`config.mk`:
```
export PLATFORM = sky130hd
export DESIGN_NAME = squad_item_fifo
export DESIGN_NICKNAME = d
export VERILOG_FILES = /design/src/rtl/squad_pkg.sv /design/src/rtl/squad_item_fifo.sv
export SDC_FILE = /design/constraint.sdc
export NUM_CORES = 2
export LEC_CHECK = 0
export BUFFER_PORTS_ARGS = -buffer_cell sky130_fd_sc_hd__buf_4
export CORE_UTILIZATION = 38
export CTS_CLUSTER_SIZE = 12
export DETAILED_ROUTE_END_ITERATION = 10
export GPL_TIMING_DRIVEN = 0
export PLACE_DENSITY = 0.6
export SLEW_MARGIN = 40
export SYNTH_ARGS = -nofsm -noshare
export SYNTH_HDL_FRONTEND = slang
export SYNTH_SLANG_ARGS = --single-unit
```
`constraint.sdc`:
```
create_clock -name clk -period 10.9 [get_ports clk]
set_input_delay 1.09 -clock clk [delete_from_list [all_inputs] [get_ports clk]]
set_output_delay 1.09 -clock clk [all_outputs]
set_load 0.01 [all_outputs]
```
`src/rtl/squad_pkg.sv`:
```
// Shared types, widths and constant tables for the sprite quad transform.
// Used by every module of the block; depends on nothing.
`timescale 1ns / 1ps

package squad_pkg;

  // fraction bits of sine and cosine
  localparam int TRIG_BITS  = 16;
  localparam int TRIG_SHIFT = 30 - TRIG_BITS;
  localparam int TRIG_W     = TRIG_BITS + 2;
  localparam int TRIG_MAG_W = TRIG_BITS + 1;

  // field widths
  localparam int COORD_W   = 24;
  localparam int SIZE_W    = 23;
  localparam int SCALE_W   = 16;
  localparam int ANGLE_W   = 15;
  localparam int UV_W      = 16;
  localparam int CFG_IDX_W = 2;

  // datapath widths
  localparam int SCALED_W  = COORD_W + SCALE_W;
  localparam int GEO_W     = SCALED_W - 8 + 1;
  localparam int PROD_W    = GEO_W + TRIG_W;
  localparam int SUM_W     = PROD_W + 1;
  localparam int ROT_W     = SUM_W - TRIG_BITS;
  localparam int POS_SUM_W = ROT_W + 1;

  // angle reduction, radians in Q30
  localparam int QUAD_UNITS = 5760;
  localparam int REM_W      = 13;
  localparam int PI_HI      = 292817;
  localparam int PI_LO      = 7586;
  localparam int RECIP_45   = 372827;
  localparam int X_W        = 31;
  localparam logic [X_W-1:0] Q30_ONE = X_W'(32'h4000_0000);

  // taylor series in horner form
  localparam int HORNER_STEPS = 6;
  localparam int HORNER_LAT   = 4 * HORNER_STEPS;
  localparam logic [7:0] SIN_DIV [HORNER_STEPS] = '{8'd156, 8'd110, 8'd72, 8'd42, 8'd20, 8'd6};
  localparam logic [7:0] COS_DIV [HORNER_STEPS] = '{8'd132, 8'd90, 8'd56, 8'd30, 8'd12, 8'd2};
  localparam logic [31:0] SIN_RECIP [HORNER_STEPS] = '{
    32'd27531841, 32'd39045157, 32'd59652323, 32'd102261126, 32'd214748364, 32'd715827882};
  localparam logic [31:0] COS_RECIP [HORNER_STEPS] = '{
    32'd32537631, 32'd47721858, 32'd76695844, 32'd143165576, 32'd357913941, 32'd2147483648};

  // queues
  localparam int QDEPTH = 16;
  localparam int QPTR_W = 4;
  localparam int QCNT_W = 5;
  localparam int RDEPTH = 8;
  localparam int RPTR_W = 3;
  localparam int RCNT_W = 4;

  // corner codes
  localparam logic [1:0] CORNER_FIRST = 2'd0;
  localparam logic [1:0] CORNER_LAST  = 2'd3;

  typedef enum logic [CFG_IDX_W-1:0] {
    REG_U_LEFT   = 2'd0,
    REG_V_TOP    = 2'd1,
    REG_U_RIGHT  = 2'd2,
    REG_V_BOTTOM = 2'd3
  } cfg_reg_t;

  typedef struct packed {
    logic [UV_W-1:0] u_left;
    logic [UV_W-1:0] v_top;
    logic [UV_W-1:0] u_right;
    logic [UV_W-1:0] v_bottom;
  } region_t;

  typedef struct packed {
    logic signed [COORD_W-1:0] pos_x;
    logic signed [COORD_W-1:0] pos_y;
    logic signed [GEO_W-1:0]   cx0;
    logic signed [GEO_W-1:0]   cx1;
    logic signed [GEO_W-1:0]   cy0;
    logic signed [GEO_W-1:0]   cy1;
    logic signed [TRIG_W-1:0]  sin_v;
    logic signed [TRIG_W-1:0]  cos_v;
  } item_t;

  typedef struct packed {
    logic [1:0]                corner;
    logic signed [COORD_W-1:0] vert_x;
    logic signed [COORD_W-1:0] vert_y;
    logic [UV_W-1:0]           tex_u;
    logic [UV_W-1:0]           tex_v;
    logic                      last_vertex;
  } result_t;

endpackage

```
`src/rtl/squad_item_fifo.sv`:
```
// Queue of prepared sprites between the front pipeline and the corner unit.
// Depends on squad_pkg for the item type and depth.
`timescale 1ns / 1ps

module squad_item_fifo (
  input  logic               clk,
  input  logic               rst,
  input  logic               wr_en,
  input  squad_pkg::item_t   wr_item,
  input  logic               rd_en,
  output logic               rd_vld,
  output squad_pkg::item_t   rd_item
);

  squad_pkg::item_t                mem [squad_pkg::QDEPTH];
  logic [squad_pkg::QPTR_W-1:0]    wr_ptr, rd_ptr;
  logic [squad_pkg::QCNT_W-1:0]    count;

  // storage
  always_ff @(posedge clk) begin
    if (wr_en) mem[wr_ptr] <= wr_item;
  end

  // pointers and fill level
  always_ff @(posedge clk) begin
    if (rst) begin
      wr_ptr <= '0;
      rd_ptr <= '0;
      count  <= '0;
    end else begin
      if (wr_en) wr_ptr <= wr_ptr + 1'b1;
      if (rd_en) rd_ptr <= rd_ptr + 1'b1;
      count <= count + squad_pkg::QCNT_W'(wr_en) - squad_pkg::QCNT_W'(rd_en);
    end
  end

  assign rd_vld  = (count != '0);
  assign rd_item = mem[rd_ptr];

endmodule

```
==> results.py <==
metrics = {
    "status": {
        "outcome": "finished, violations left",
        "violations": "design-rule violations",
    },
    "clock_tree": {
        "cts_buffers": 358,
        "ctsResizeCount": 0,
        "cts-root-buf": "clkbuf_16",
        "postCtsHoldBufs": 0,
        "cts.sinks": 3473,
        "cts_setup_buffers": 0,
        "clock_latency_ns": 0.89,
        "cts_buffer_depth": 4,
        "tritoncts": "yes",
        "htree_levels": 5,
        "cts.clk_slew.worst_paths_ns": 0.05,
    },
    "floorplan": {
        "die_x_um": 586,
        "io_pins": 437,
        "fp.dieArea_mm2": 0.344,
        "initial_core_util_pct": 38.2,
        "fp.dieH_um": 586,
        "rows": 214,
        "coreArea_mm2": 0.340,
    },
    "setup_path": {
        "path_common_cell": "buf_2",
        "reg2reg_depth": 8,
        "rrSetupSlack_ns": 7.83,
        "cpPeakStageDelay_ns": 0.74,
        "r2r-start": "wr_ptr[2]",
        "r2r_end": "mem[5][118]",
        "cp_slowest_cell": "buf_2",
        "path_cells": "buf_2, nor2b_1, buf_2, buf_1, a22oi_1, nand2_1, buf_4",
        "path_max_fanout": 10,
        "worst-setup-path-type": "register to primary output",
        "endpoint_kind": "primary output",
        "startpoint_type": "register",
        "critPathRequiredTime_ns": 9.81,
        "critPathArrivalTime_ns": 4.52,
    },
    "power_and_ir_drop": {
        "irDropWorstVdd_mv": 0.139,
        "switching_share_pct": 22.1,
        "seq_power_share_pct": 52.7,
        "comb_power_share_pct": 7.9,
        "power.internal_mw": 22.0,
        "p_sw_mw": 6.24,
        "clockPowerShare_pct": 39.4,
        "total_leakage_power_nw": 47.3,
        "powerDensity_mw_per_mm2": 186,
    },
    "yosys": {
        "synthTopCellsByArea": "edfxtp_1 (80%), mux4_2 (14%), a22oi_1 (1.3%)",
        "netlist.area_leader.share_pct": 80.0,
        "ys.flop_type": "edfxtp_1",
        "synth_edf_count": 3456,
        "yosys.area.top_type": "edfxtp_1",
        "async_reset_ff_share_pct": 0,
        "syn_nets": 5711,
        "ys_ff_latch": 3473,
        "synth.distinct_cells": 36,
        "syn_avg_cell_area_um2": 23.7,
        "ys_warn_count": 0,
        "netlist_area_mm2": 0.130,
        "seq_area_frac_synth_pct": 80.2,
        "syn_inst": 5479,
    },
    "timing": {
        "rsz0062_at_grt": "false",
        "final.setup.tns_ns": 0,
        "fin_crit_ns": 5.61,
        "drv_slew": 0,
        "hold_viol": 0,
        "fmax_mhz": 178,
        "finClkSkew_ns": 0.0420,
        "fin_crit_sh_pct": 51.4,
        "setup_viol": 0,
        "max_slew_margin_pct": 40.5,
        "worst_pin_slew_ns": 0.892,
    },
    "global_route": {
        "antenna_found_initial": 97,
        "grt_usage_pct": 20.3,
        "overflow": 0,
        "grt_max_degree": 31,
        "grt_pass1_vias": 63602,
        "grt_pass1_wl_um": 487000,
    },
    "finish": {
        "areaGrowthSynthToFinish_pct": 17.4,
        "stdcell_count": 11210,
        "drive_above_1_share_pct": 31.6,
        "nets": 6658,
    },
    "detailed_routing": {
        "vias_per_cell": 5.55,
        "drc_errors": 124,
        "drt_wl_total_um": 354000,
        "vias": 62168,
        "drtAntennaViolNets": 0,
        "first_pass_iters": 8,
        "wl_per_cell_um": 31.6,
        "drt-initial-drc-count": 6723,
    },
    "placement": {
        "dp_hpwl_um": 229000,
        "gp_congestion": 0.728,
        "port_buffers": 436,
        "dp_cells": 10602,
    },
    "hold_path": {
        "hp-class": "primary input to register",
        "hp-start": "rst",
        "hold_depth": 2,
        "whs_endpoint": "count[4]",
    },
    "job": {
        "drv_cap": 0,
    },
}
-- registers in the layout (all words and copies together), names as in the netlist, named ones only --
name	flops
mem	3456
rd_ptr	4
wr_ptr	4
count	5
-- Yosys cell counts, types with 3 or more instances --
cell	count
edfxtp_1	3456
mux4_2	824
a22oi_1	230
o22ai_1	186
buf_2	151
nand2_1	149
nor2_1	107
mux2i_1	94
clkbuf_1	91
buf_4	36
nand4_1	20
and2_1	19
o21ai_0	19
dfxtp_1	17
buf_1	15
ha_1	11
inv_1	8
nor2b_1	8
mux2_2	6
nand2b_1	5
xor2_1	5
xnor2_1	4
a21oi_1	3
-- power groups by stage --
stage,Sequential (mW),Combinational (mW),Clock (mW)
after CTS,14.9,2.29,11.3
after global routing,14.9,2.40,11.8
final,14.9,2.24,11.1
after floorplan,15.2,1.17,0
after detailed placement,15.2,2.29,0
after global placement,15.3,2.20,0
-- critical path: cells and delay by family (launching register included) --
| kind | cells | cell delay (ns) |
|---|---|---|
| AOI/OAI and AO/OA | 1 | 0.21 |
| DFF | 1 | 0.57 |
| and+or+nand+nor | 2 | 0.77 |
| buffers and inverters | 4 | 2.05 |
-- per-stage QoR --
stage / cell area (um^2) / hold WS [ns] / setup WS, ns / util [%] / total power, mW
2_1_floorplan: 130000 / 0.485 / 3.72 / - / 16.4
3_3_place_gp: 139000 / 0.513 / -3.51 / 40.8 / 17.5
3_5_place_dp: 142000 / 0.549 / 6.13 / 41.8 / 17.5
4_1_cts: 152000 / 0.350 / 5.16 / 44.8 / 28.5
5_1_grt: 152000 / 0.372 / 5.16 / 44.8 / 29.1
6_report: 152000 / 0.405 / 5.29 / 44.8 / 28.3
-- cell usage in the layout, fill, tap and decap left out, types with 3 or more instances in the layout --
cell,synthesis,layout
buf_4,36,473
nand4_1,20,20
nor2b_1,8,8
clkbuf_2,1,40
ha_1,11,11
xnor2_1,4,4
buf_1,15,7
xor2_1,5,5
nand2_1,149,149
a21oi_1,3,3
clkbuf_16,0,365
inv_6,0,12
buf_16,0,12
and2_4,0,16
bufinv_16,0,7
buf_12,0,139
clkbuf_1,91,132
buf_2,151,158
o21ai_0,19,19
nor2_1,107,107
inv_16,0,3
clkinv_2,0,25
nand2b_1,5,5
and2_1,19,3
mux2i_1,94,94
o22ai_1,186,186
diode_2,0,50
a22oi_1,230,230
mux4_2,824,824
dfxtp_1,17,17
inv_1,8,8
mux2_2,6,6
clkinv_1,0,59
edfxtp_1,3456,3456
-- layout make-up --
cell class	instances	area [um^2]
repair buffers	587	6390
diodes	50	125
well taps	4536	5680
multi-input cells	1703	24200
clock buffers	445	9430
fillers	28170	187000
inverters	8	30.0
clock inverters	113	838
flip-flops and latches	3473	104000
plain buffers	295	1500
-- logic make-up (layout without fill, tap and decap cells) --
logic type                 count (synthesis)  in the layout  share of synthesized area [%]
and+or+nand+nor                          317            317                           1.04
AOI/OAI and AO/OA                        441            441                           2.33
xor gates and xnor gates                   9              9                         0.0607
muxes                                    924            924                           15.1
buffers and inverters                    303           1448                           1.13
adders and majority gates                 12             12                          0.121
DFF                                     3473           3473                           80.2
other                                      0             50                              0
-- routing by layer --
layer  routed length [um]  global-route usage (%)
met5                  449                       0
met4                 9910                    5.71
met3                34400                    6.02
met1               135000                    26.0
met2               174000                    33.6
-- worst max-delay path by stage --
stage             start  cells past startpoint  slack [ns]            to
5_1_grt        register                      7        5.16  rd_item[120]
2_1_floorplan     wr_en                      3        3.72     mem[0][0]
4_1_cts        register                      7        5.16  rd_item[120]
3_3_place_gp      wr_en                      5       -3.51    mem[7][97]
3_5_place_dp   register                      7        6.13  rd_item[120]
6_report       register                      7        5.29  rd_item[120]
Note: power is estimated with default switching activity, not from simulation.
